$ cat config.mk
export PLATFORM = sky130hd
export DESIGN_NAME = nearest_palette_color_mapper
export DESIGN_NICKNAME = d
export VERILOG_FILES = /design/src/hw/rtl/npcm_pkg.sv /design/src/hw/rtl/nearest_palette_color_mapper.sv /design/src/hw/rtl/npcm_ram.sv /design/src/hw/rtl/npcm_ctrl.sv /design/src/hw/rtl/npcm_datapath.sv
export SDC_FILE = /design/constraint.sdc
export NUM_CORES = 1
export LEC_CHECK = 0
export ABC_CLOCK_PERIOD_IN_PS = 8100
export BUFFER_PORTS_ARGS = -buffer_cell sky130_fd_sc_hd__buf_4
export CORE_MARGIN = 2
export CORE_UTILIZATION = 58
export CTS_BUF_LIST = sky130_fd_sc_hd__clkbuf_4 sky130_fd_sc_hd__clkbuf_8 sky130_fd_sc_hd__clkbuf_16
export DETAILED_ROUTE_END_ITERATION = 10
export PLACE_DENSITY = 0.74
export SLEW_MARGIN = 30
export SYNTH_ARGS = -nofsm -noshare
export SYNTH_HDL_FRONTEND = slang
export SYNTH_SLANG_ARGS = --single-unit
$ cat constraint.sdc
create_clock -name clk -period 8.1 [get_ports clk]
set_input_delay 0.81 -clock clk [delete_from_list [all_inputs] [get_ports clk]]
set_output_delay 0.81 -clock clk [all_outputs]
set_load 0.005 [all_outputs]
$ cat src/hw/rtl/npcm_pkg.sv
`timescale 1ns / 1ps
// ----------------------------------------------------------------------------
// npcm_pkg
// shared constants, codes and controller/datapath interface types for the
// nearest palette color mapper
// ----------------------------------------------------------------------------
package npcm_pkg;

	localparam int PALETTE_DEPTH = 16;
	localparam int IDX_W         = $clog2(PALETTE_DEPTH);
	localparam int CNT_W         = $clog2(PALETTE_DEPTH + 1);
	localparam int COLOR_W       = 24;
	localparam int SQ_W          = 16;
	localparam int DIST_W        = 18;
	localparam int USED_W        = 5;

	typedef enum logic [1:0] {
		OP_LOAD  = 2'd0,
		OP_MAP   = 2'd1,
		OP_CLEAR = 2'd2
	} op_t;

	// controller to datapath
	typedef struct packed {
		logic             load;
		logic             clear;
		logic             start;
		logic             issue;
		logic             last;
		logic             commit;
		logic [IDX_W-1:0] rd_idx;
	} npcm_cmd_t;

	// datapath to controller
	typedef struct packed {
		logic             search_done;
		logic             out_free;
		logic [CNT_W-1:0] size_n;
	} npcm_status_t;

	// zero searches one entry, large sizes saturate at the depth
	function automatic logic [CNT_W-1:0] clamp_size(input logic [4:0] ps);
		if (ps == 5'd0)
			return CNT_W'(1);
		if (int'(ps) > PALETTE_DEPTH)
			return CNT_W'(PALETTE_DEPTH);
		return CNT_W'(ps);
	endfunction

endpackage

$ cat src/hw/rtl/nearest_palette_color_mapper.sv
`timescale 1ns / 1ps
// ----------------------------------------------------------------------------
// nearest_palette_color_mapper
// maps rgb pixels to the nearest entry of a loaded palette (squared distance)
// ----------------------------------------------------------------------------
// usage
// - input channel (in_valid / in_stall): one word carries an operation:
//   load writes pixel_red/green/blue into slot entry_index, clear drops all
//   used marks and the distinct count, map searches the palette
// - load, clear and the unused code give no result
// - a map compares one palette entry per cycle (one ram read port feeding a
//   distance pipeline); after the search the controller drains the pipeline,
//   then commits the result word to the output register and goes back to
//   idle, where the next word is taken; in_stall stays high meanwhile
// - output channel (out_valid / out_stall): one word per map with the color,
//   chosen_index (lowest on ties), first_use and distinct_used
// - the output register frees the input side: the next word is taken while
//   a result still waits; a stalled result holds and a later map waits in
//   its commit step until the register frees up
// - config channel (cfg_valid / cfg_ready): palette_size, always ready,
//   write only while the block is idle
// - reset: palette_size 16, used marks and count zero, no result pending;
//   palette entries hold garbage until loaded
// ----------------------------------------------------------------------------
module nearest_palette_color_mapper (
	input  logic       clk,
	input  logic       arst_n,
	// config
	input  logic       cfg_valid,
	output logic       cfg_ready,
	input  logic [4:0] cfg_palette_size,
	// input words
	input  logic       in_valid,
	output logic       in_stall,
	input  logic [1:0] operation,
	input  logic [3:0] entry_index,
	input  logic [7:0] pixel_red,
	input  logic [7:0] pixel_green,
	input  logic [7:0] pixel_blue,
	// result words
	output logic       out_valid,
	input  logic       out_stall,
	output logic [7:0] mapped_red,
	output logic [7:0] mapped_green,
	output logic [7:0] mapped_blue,
	output logic [3:0] chosen_index,
	output logic       first_use,
	output logic [4:0] distinct_used
);
	import npcm_pkg::*;

	npcm_cmd_t    cmd;
	npcm_status_t status;

	// register is a plain flop, so writes are always taken
	assign cfg_ready = 1'b1;

	npcm_ctrl u_ctrl (
		.clk       (clk),
		.arst_n    (arst_n),
		.in_valid  (in_valid),
		.operation (operation),
		.in_stall  (in_stall),
		.cmd       (cmd),
		.status    (status)
	);

	npcm_datapath u_dp (
		.clk              (clk),
		.arst_n           (arst_n),
		.cmd              (cmd),
		.status           (status),
		.cfg_we           (cfg_valid && cfg_ready),
		.cfg_palette_size (cfg_palette_size),
		.entry_index      (entry_index),
		.pixel_red        (pixel_red),
		.pixel_green      (pixel_green),
		.pixel_blue       (pixel_blue),
		.out_valid        (out_valid),
		.out_stall        (out_stall),
		.mapped_red       (mapped_red),
		.mapped_green     (mapped_green),
		.mapped_blue      (mapped_blue),
		.chosen_index     (chosen_index),
		.first_use        (first_use),
		.distinct_used    (distinct_used)
	);

	// an accepted map holds off the next word while the search runs
	a_map_blocks: assert property (@(posedge clk) disable iff (!arst_n)
		(in_valid && !in_stall && (operation == OP_MAP)) |=> in_stall)
		else $error("map accepted but input not stalled");

	// a first use always counts, so the count cannot be zero
	a_first_counts: assert property (@(posedge clk) disable iff (!arst_n)
		(out_valid && first_use) |-> (distinct_used != 5'd0))
		else $error("first use reported with zero distinct count");

	// never more distinct entries than palette slots
	a_count_bound: assert property (@(posedge clk) disable iff (!arst_n)
		out_valid |-> (int'(distinct_used) <= PALETTE_DEPTH))
		else $error("distinct count exceeds palette depth");

	// commit only happens when the output register can take the word
	a_commit_free: assert property (@(posedge clk) disable iff (!arst_n)
		cmd.commit |-> (!out_valid || !out_stall))
		else $error("result committed over a stalled word");

endmodule

$ cat src/hw/rtl/npcm_ram.sv
`timescale 1ns / 1ps
// ----------------------------------------------------------------------------
// npcm_ram
// generic simple dual-port ram, one write port and one registered read port
// ----------------------------------------------------------------------------
module npcm_ram #(
	parameter int WIDTH = 24,
	parameter int DEPTH = 16
) (
	input  logic                     clk,
	input  logic                     we,
	input  logic [$clog2(DEPTH)-1:0] waddr,
	input  logic [WIDTH-1:0]         wdata,
	input  logic                     re,
	input  logic [$clog2(DEPTH)-1:0] raddr,
	output logic [WIDTH-1:0]         rdata
);

	logic [WIDTH-1:0] mem_q [DEPTH];

	always_ff @(posedge clk) begin
		if (we)
			mem_q[waddr] <= wdata;
		if (re)
			rdata <= mem_q[raddr];
	end

endmodule

$ cat src/hw/rtl/npcm_ctrl.sv
`timescale 1ns / 1ps
// ----------------------------------------------------------------------------
// npcm_ctrl
// sequencer: accepts words, steps the palette search, commits the result
// ----------------------------------------------------------------------------
module npcm_ctrl (
	input  logic                  clk,
	input  logic                  arst_n,
	input  logic                  in_valid,
	input  logic [1:0]            operation,
	output logic                  in_stall,
	output npcm_pkg::npcm_cmd_t    cmd,
	input  npcm_pkg::npcm_status_t status
);
	import npcm_pkg::*;

	typedef enum logic [1:0] {
		S_IDLE,
		S_SEARCH,
		S_DRAIN,
		S_COMMIT
	} state_t;

	state_t           state_q;
	logic [IDX_W-1:0] rd_idx_q;
	logic             accept;
	logic             is_last;

	assign accept  = in_valid && (state_q == S_IDLE);
	assign is_last = (CNT_W'(rd_idx_q) + CNT_W'(1)) == status.size_n;

	always_ff @(posedge clk or negedge arst_n) begin
		if (!arst_n) begin
			state_q  <= S_IDLE;
			rd_idx_q <= '0;
		end else begin
			unique case (state_q)
				S_IDLE: begin
					if (accept && (operation == OP_MAP)) begin
						state_q  <= S_SEARCH;
						rd_idx_q <= '0;
					end
				end
				S_SEARCH: begin
					if (is_last)
						state_q <= S_DRAIN;
					else
						rd_idx_q <= rd_idx_q + 1'b1;
				end
				S_DRAIN: begin
					if (status.search_done)
						state_q <= S_COMMIT;
				end
				S_COMMIT: begin
					if (status.out_free)
						state_q <= S_IDLE;
				end
			endcase
		end
	end

	always_comb begin
		cmd        = '0;
		cmd.load   = accept && (operation == OP_LOAD);
		cmd.clear  = accept && (operation == OP_CLEAR);
		cmd.start  = accept && (operation == OP_MAP);
		cmd.issue  = (state_q == S_SEARCH);
		cmd.last   = is_last;
		cmd.rd_idx = rd_idx_q;
		cmd.commit = (state_q == S_COMMIT) && status.out_free;
	end

	assign in_stall = (state_q != S_IDLE);

endmodule

$ cat src/hw/rtl/npcm_datapath.sv
`timescale 1ns / 1ps
// ----------------------------------------------------------------------------
// npcm_datapath
// palette store, distance pipeline, best tracker, used marks, output word
// ----------------------------------------------------------------------------
module npcm_datapath (
	input  logic                   clk,
	input  logic                   arst_n,
	input  npcm_pkg::npcm_cmd_t     cmd,
	output npcm_pkg::npcm_status_t  status,
	input  logic                   cfg_we,
	input  logic [4:0]             cfg_palette_size,
	input  logic [3:0]             entry_index,
	input  logic [7:0]             pixel_red,
	input  logic [7:0]             pixel_green,
	input  logic [7:0]             pixel_blue,
	output logic                   out_valid,
	input  logic                   out_stall,
	output logic [7:0]             mapped_red,
	output logic [7:0]             mapped_green,
	output logic [7:0]             mapped_blue,
	output logic [3:0]             chosen_index,
	output logic                   first_use,
	output logic [4:0]             distinct_used
);
	import npcm_pkg::*;

	function automatic logic [SQ_W-1:0] sq_diff(input logic [7:0] a, input logic [7:0] b);
		logic [7:0] d;
		d = (a > b) ? (a - b) : (b - a);
		return SQ_W'(d) * SQ_W'(d);
	endfunction

	logic [4:0]         palette_size_q;
	logic [23:0]        pixel_q;
	logic [COLOR_W-1:0] rdata;
	logic               ram_we;

	logic               v_s1, last_s1;
	logic [IDX_W-1:0]   idx_s1;
	logic               v_s2, last_s2;
	logic [IDX_W-1:0]   idx_s2;
	logic [COLOR_W-1:0] color_s2;
	logic [SQ_W-1:0]    sq_r_s2, sq_g_s2, sq_b_s2;
	logic [DIST_W-1:0]  dist_sum;

	logic [DIST_W-1:0]  best_dist_q;
	logic [IDX_W-1:0]   best_idx_q;
	logic [COLOR_W-1:0] best_color_q;
	logic               done_q;

	logic [PALETTE_DEPTH-1:0] used_q;
	logic [USED_W-1:0]        used_count_q;
	logic                     first_now;
	logic [USED_W-1:0]        count_next;

	logic               out_valid_q;
	logic [COLOR_W-1:0] out_color_q;
	logic [3:0]         out_idx_q;
	logic               out_first_q;
	logic [USED_W-1:0]  out_count_q;

	// config register
	always_ff @(posedge clk or negedge arst_n) begin
		if (!arst_n)
			palette_size_q <= 5'd16;
		else if (cfg_we)
			palette_size_q <= cfg_palette_size;
	end

	always_ff @(posedge clk) begin
		if (cmd.start)
			pixel_q <= {pixel_red, pixel_green, pixel_blue};
	end

	// loads beyond the depth are dropped
	assign ram_we = cmd.load && (int'(entry_index) < PALETTE_DEPTH);

	npcm_ram #(
		.WIDTH (COLOR_W),
		.DEPTH (PALETTE_DEPTH)
	) u_store (
		.clk   (clk),
		.we    (ram_we),
		.waddr (IDX_W'(entry_index)),
		.wdata ({pixel_red, pixel_green, pixel_blue}),
		.re    (cmd.issue),
		.raddr (cmd.rd_idx),
		.rdata (rdata)
	);

	always_ff @(posedge clk or negedge arst_n) begin
		if (!arst_n) begin
			v_s1   <= 1'b0;
			v_s2   <= 1'b0;
			done_q <= 1'b0;
		end else begin
			v_s1   <= cmd.issue;
			v_s2   <= v_s1;
			done_q <= v_s2 && last_s2;
		end
	end

	always_ff @(posedge clk) begin
		last_s1  <= cmd.last;
		idx_s1   <= cmd.rd_idx;
		last_s2  <= last_s1;
		idx_s2   <= idx_s1;
		color_s2 <= rdata;
		sq_r_s2  <= sq_diff(pixel_q[23:16], rdata[23:16]);
		sq_g_s2  <= sq_diff(pixel_q[15:8], rdata[15:8]);
		sq_b_s2  <= sq_diff(pixel_q[7:0], rdata[7:0]);
	end

	assign dist_sum = DIST_W'(sq_r_s2) + DIST_W'(sq_g_s2) + DIST_W'(sq_b_s2);

	// strict less-than keeps the lowest index on ties
	always_ff @(posedge clk) begin
		if (v_s2 && ((idx_s2 == '0) || (dist_sum < best_dist_q))) begin
			best_dist_q  <= dist_sum;
			best_idx_q   <= idx_s2;
			best_color_q <= color_s2;
		end
	end

	assign first_now  = !used_q[best_idx_q];
	assign count_next = (first_now && (used_count_q != '1)) ? used_count_q + 1'b1
	                                                         : used_count_q;

	always_ff @(posedge clk or negedge arst_n) begin
		if (!arst_n) begin
			used_q       <= '0;
			used_count_q <= '0;
		end else if (cmd.clear) begin
			used_q       <= '0;
			used_count_q <= '0;
		end else if (cmd.commit) begin
			used_q[best_idx_q] <= 1'b1;
			used_count_q       <= count_next;
		end
	end

	// output word register
	always_ff @(posedge clk or negedge arst_n) begin
		if (!arst_n)
			out_valid_q <= 1'b0;
		else if (cmd.commit)
			out_valid_q <= 1'b1;
		else if (!out_stall)
			out_valid_q <= 1'b0;
	end

	always_ff @(posedge clk) begin
		if (cmd.commit) begin
			out_color_q <= best_color_q;
			out_idx_q   <= 4'(best_idx_q);
			out_first_q <= first_now;
			out_count_q <= count_next;
		end
	end

	assign status.search_done = done_q;
	assign status.out_free    = !out_valid_q || !out_stall;
	assign status.size_n      = clamp_size(palette_size_q);

	assign out_valid     = out_valid_q;
	assign mapped_red    = out_color_q[23:16];
	assign mapped_green  = out_color_q[15:8];
	assign mapped_blue   = out_color_q[7:0];
	assign chosen_index  = out_idx_q;
	assign first_use     = out_first_q;
	assign distinct_used = out_count_q;

endmodule
* Yosys cells after proc, flatten, opt, wreduce, memory -nomap -nowiden
Memory sizes are Yosys's and may differ from the RTL's. A register that Yosys moved wholly into a read port is not among the register bits.
Cells that the tools add are included.
** Storage, ports and cells
- Register bits after elaboration :: 222
- RAM bits :: 384
- Input port bits :: 40
- Output and inout port bits :: 37
- Logic and storage cells :: 115
- Memories kept :: 1
** Memory list
- u_dp.u_store.mem_q :: depth 16, bits a word 24, read ports 1, clocked after Yosys merged registers in 1, wr ports 1, RTL line npcm_ram.sv:19 : logic [WIDTH-1:0] mem_q [DEPTH];
** Cells by class
- Add/subtract/negate cells :: 11
- $mul :: 3
- Magnitude comparators :: 7
- Eq/ne operators :: 13
- Mux-type cells :: 31
- Bitwise operators :: 1
- Reduce and logical (&&, ||, !) cells :: 23
** Operators by type and width (count)
- 8-bit by 8-bit multiplier with 16-bit output :: 3
- 8-bit subtractor :: 6
- 5-bit two-way mux :: 7
- 16-bit two-way mux :: 2
- 8-bit greater-than comparator :: 3
- 8-bit two-way mux :: 3
- 18-bit by 16-bit adder with 18-bit output :: 1
- 18-bit < comparator :: 1
- 16-bit by 16-bit adder with 17-bit output :: 1
- 16-bit OR :: 1
- 1-bit logical AND :: 9
- 1-bit two-way mux :: 9
- 2-bit two-way mux :: 4
- 4-bit two-way mux :: 2
- 2-bit one-hot mux with 4 select lines :: 1
- 4-bit one-hot mux with 2 select lines :: 1
- 2-bit == test, second input constant :: 3
- 2-bit by 1-bit != test with 1-bit output, second input constant :: 3
- 2-bit != test, second input constant :: 3
- 2-bit nonzero test :: 3
- 4-bit by 1-bit adder with 5-bit output, second input constant :: 1
- 5-bit by 1-bit adder with 5-bit output, second input constant :: 1
- 5-bit == test :: 1
- 5-bit greater-than comparator, second input constant :: 1
- other kinds (14) :: 19

* Logic depth before layout (Yosys ltp)
- Depth after elaboration :: 8
- Gate-level depth with buffers :: 30
- Mapped depth without buffers :: 30

* By module
Synthesis repeated with hierarchy kept, for this count alone.
** Unflattened totals
- Cells, all modules :: 2071
- Area, all modules :: 30269.0 µm²
** By module, submodules not included
- npcm_ram :: instances 1, cells an instance 636, area each 15170.8 µm², seq. area each 12251.8 µm²
- npcm_datapath :: instances 1, cells an instance 1364, area each 14496.4 µm², seq. area each 5456.5 µm²
- npcm_ctrl :: instances 1, cells an instance 69, area each 590.6 µm², seq. area each 150.1 µm²
- nearest_palette_color_mapper :: instances 1, cells an instance 2, area each 11.3 µm², seq. area each 0.0 µm²

* Worst setup path before layout
Ideal clock, no wire load.
- Path kind :: register -> register
- Start :: reg u_dp.pixel_q[0]
- End :: reg u_dp.sq_b_s2[15]
- Setup time :: 0.072 ns
- Arrival :: 6.371 ns
- Required time :: 8.028 ns
- Setup slack :: 1.657 ns
- Stages on the path, launching flop included :: 27
- Path buffers :: 0
- Clock period less this slack :: 6.443 ns
- Cell sequence :: edfxtp_1 > inv_1 > ha_1 > inv_1 > fa_1 > a21o_1 > a21oi_1 > o21a_1 > o21ba_2 > nor3_1 > or4_1 > and4_1 > or3_1 > inv_1 > fa_1 > fa_1 > inv_1 > fa_1 > fa_1 > inv_1 > ha_1 > a21oi_1 > nor2b_1 > o21a_1 > o31a_1 > o41ai_1 > xnor2_1
** On the way
- Cells in the longest elaborated chain, start to end :: 3
- Elaborated cells on any way between the ends :: 5
- Classes of those cells :: add/sub: 2; mul: 1; order compare: 1; mux: 1
** RTL lines
- start, declared :: RTL line npcm_datapath.sv:35 : logic [23:0] pixel_q;
- start signal, assigned :: RTL line npcm_datapath.sv:73 : pixel_q <= {pixel_red, pixel_green, pixel_blue};
- 8-bit subtractor / 8-bit greater-than comparator (equally long branches) :: RTL line npcm_datapath.sv:30 : d = (a > b) ? (a - b) : (b - a);
- 8-bit two-way mux * :: RTL line npcm_datapath.sv:30
- 8-bit by 8-bit multiplier with 16-bit output * :: RTL line npcm_datapath.sv:31 : return SQ_W'(d) * SQ_W'(d);
- end signal, assigned :: RTL line npcm_datapath.sv:112 : sq_b_s2 <= sq_diff(pixel_q[7:0], rdata[7:0]);
- end, declared :: RTL line npcm_datapath.sv:44 : logic [SQ_W-1:0] sq_r_s2, sq_g_s2, sq_b_s2;
Mark *: on every way between the ends. The rest lies on a longest branch, timed or not.
A chain may end at the register's enable or synchronous reset.

* Worst setup path in the final report
Ends and elaborated chain as after synthesis.

==> impl_metrics.yaml <==
run_status:
  status: "finished clean"
synthesis:
  synth_edf_count: 512
  yosysMostFrequentCell: "edfxtp_1"
  synthTopCellsByArea: "edfxtp_1 51%, ha_1 7.8%, fa_1 5.3%"
  yosys-top-cells-count: "512 x edfxtp_1, 240 x inv_1, 188 x ha_1"
  synth_area_um2: 30300
  yosys.area.top_type: "edfxtp_1"
  yosys_register_bits: 627
  yosysSeqAreaShare: 0.589
  async_flop_share: 0.0574
  post-synth-top-area-fraction: 0.507
  synth_cell_types: 79
  synth_cells: 2194
  yosysWarningCount: 0
  synth_top_flop_cell: "edfxtp_1"
  synth_area_per_cell_um2: 13.8
global_route:
  grt_pass1_vias: 18100
  grt_max_degree: 106
  antenna_found_initial: 0
  grt.total_usage: 0.237
  overflow: 0
  grt_pass1_wl_um: 97800
cts:
  insertion_delay_ps: 610
  cts_tree: "yes"
  postCtsSetupBuffers: 0
  htree_levels: 3
  clk_path_buf_depth: 3
  postCtsHoldBufs: 0
  numCtsBuffers: 67
  cts_resized: 0
  clk_pin_slew_ps: 60
  root_buffer: "clkbuf_16"
  clock-sinks: 627
flow_run:
  max_cap_viol_count: 0
worst_setup_path:
  critPathTopFamily: "adder cells"
  cpPeakStageDelay_ps: 570
  path_buf_inv: 5
  end_kind: "register"
  crit_fanout: 9
  arrival_ps: 7580
  critical_path.slowest_cell: "o211ai_1"
  start_kind: "register"
  required_ps: 8610
  crit_type: "reg2reg"
floorplan:
  row_count: 83
  core_area_um2: 51500
  dieArea_um2: 54100
  pin_count: 77
  start_util: 0.589
  die_y_um: 233
  fp.dieW_um: 233
place:
  dp.cells: 2917
  dpl-instance-area_um2: 31800
  gp_congestion: 0.850
  portBuffers: 75
  dp_hpwl_um: 39900
sta:
  period_needed_ps: 7070
  max_freq_ghz: 0.141
  finalCritPeriodShare: 0.873
  tns_ps: 0
  hold_viol: 0
  slew_violations: 0
  max_slew.worst_pin.slew_ps: 939
  whs_ps: 155
  relSlewSlack: 0.374
  rsz0062_at_grt: "false"
  setup_violations: 0
  skew_ps: 29.2
detailed_routing:
  drtAntennaViolNets: 0
  first_iter_violations: 1323
  via_per_inst: 5.76
  drc_errors: 0
  vias: 17500
  drt_wl_total_um: 62100
  wl_per_cell_um: 20.5
  first_pass_iters: 5
cells_and_area:
  nFillCells: 3684
  syn2layout_area_growth_pct: 12.0
  multiInputGateArea_um2: 11400
  final_area_um2: 34000
  ff_latch_area_um2: 17900
  n_antenna_cell: 0
  drive_gt1_frac: 0.148
  final_cells: 3036
  nets: 2614
min_path:
  hp-class: "in2async"
-- routing by layer --
metal	track usage	routed length [µm]
met1	0.308	25900
met3	0.0373	3640
met5	0	0
met4	0.0776	1590
met2	0.407	31000
-- worst paths after layout --
path | start | to | slack (ps) | cells after the start
worst min register to register | u_dp.idx_s1[2]$_DFF_P_ | u_dp.idx_s2[2]$_DFF_P_ | 330 | 0
worst min-delay path | arst_n | u_ctrl.rd_idx_q[1]$_DFFE_PN0P_ | 150 | 1
min in group clk | u_dp.idx_s1[2]$_DFF_P_ | u_dp.idx_s2[2]$_DFF_P_ | 330 | 0
max in group asynchronous | arst_n | u_ctrl.rd_idx_q[0]$_DFFE_PN0P_ | 7580 | 1
worst max-delay path | u_dp.pixel_q[0]$_DFFE_PP_ | u_dp.sq_b_s2[15]$_DFF_P_ | 1030 | 26
worst max register to register | u_dp.pixel_q[0]$_DFFE_PP_ | u_dp.sq_b_s2[15]$_DFF_P_ | 1030 | 26
-- area by class of cell --
type,instances,area share
flip-flops and latches,627,0.526
multi-input cells,1267,0.335
clock buffers,85,0.0548
inverters,240,0.0265
well taps,680,0.0251
repair buffers,103,0.0231
clock inverters,34,0.00936
-- per-stage QoR --
| step | utilization | worst slack [ps] |
|---|---|---|
| floorplan | - | 1660 |
| global placement | 0.617 | 1360 |
| detailed placement | 0.617 | 1140 |
| CTS | 0.659 | 1100 |
| global route | 0.659 | 587 |
| finish | 0.659 | 1030 |
-- worst register-to-register path, stage by stage (launching register included) --
cell	delay, ps
edfxtp_1	400
inv_1	80
ha_1	130
inv_1	60
fa_1	390
a21o_1	190
a21oi_1	210
o21a_1	210
o21ba_2	200
o221ai_1	210
a32o_1	320
o211ai_1	570
or2_2	250
inv_1	60
fa_1	500
fa_1	550
inv_1	50
fa_1	500
fa_1	550
inv_1	40
ha_1	320
a21oi_1	210
nor2b_1	80
o21a_1	180
o31a_1	250
o41ai_1	300
xnor2_1	180
-- registers in the layout, summed over array words and instances, names as in the netlist, 15 cells and up --
signal              cells
u_dp.u_store.mem_q    384
u_dp.best_color_q      24
u_dp.color_s2          24
u_dp.out_color_q       24
u_dp.pixel_q           24
u_dp.u_store.rdata     24
u_dp.best_dist_q       18
u_dp.used_q            16
u_dp.sq_b_s2           15
u_dp.sq_g_s2           15
u_dp.sq_r_s2           15
-- cells by family (layout without fill, tap and decap cells) --
kind of cell / Yosys count / after routing / share of synthesized area
AOI/OAI and AO/OA: 330 / 330 / 0.0714
and+or+nand+nor: 386 / 386 / 0.0592
DFF: 627 / 627 / 0.589
xor gates and xnor gates: 102 / 102 / 0.0297
adders and majority gates: 268 / 268 / 0.130
other: 2 / 3 / 0.000248
buffers and inverters: 301 / 462 / 0.0382
muxes: 178 / 178 / 0.0820
-- cells in the final DEF (no fill, tap or decap), drive strengths merged, types with 26 or more instances in the layout --
cell type  instances
edfxtp           512
inv              244
ha               188
nor2             154
buf              103
mux2i             95
nand2             92
a21oi             85
clkbuf            85
fa                80
dfxtp             79
o21ai             78
xnor2             77
mux4              53
dfrtp             35
mux2              30
o21a              28
a22oi             27
nor3              27
clkinv            26
Power is left out: the tool's default activity adds up to more than one toggle a clock period on the data nets, which glitch-free logic cannot reach.
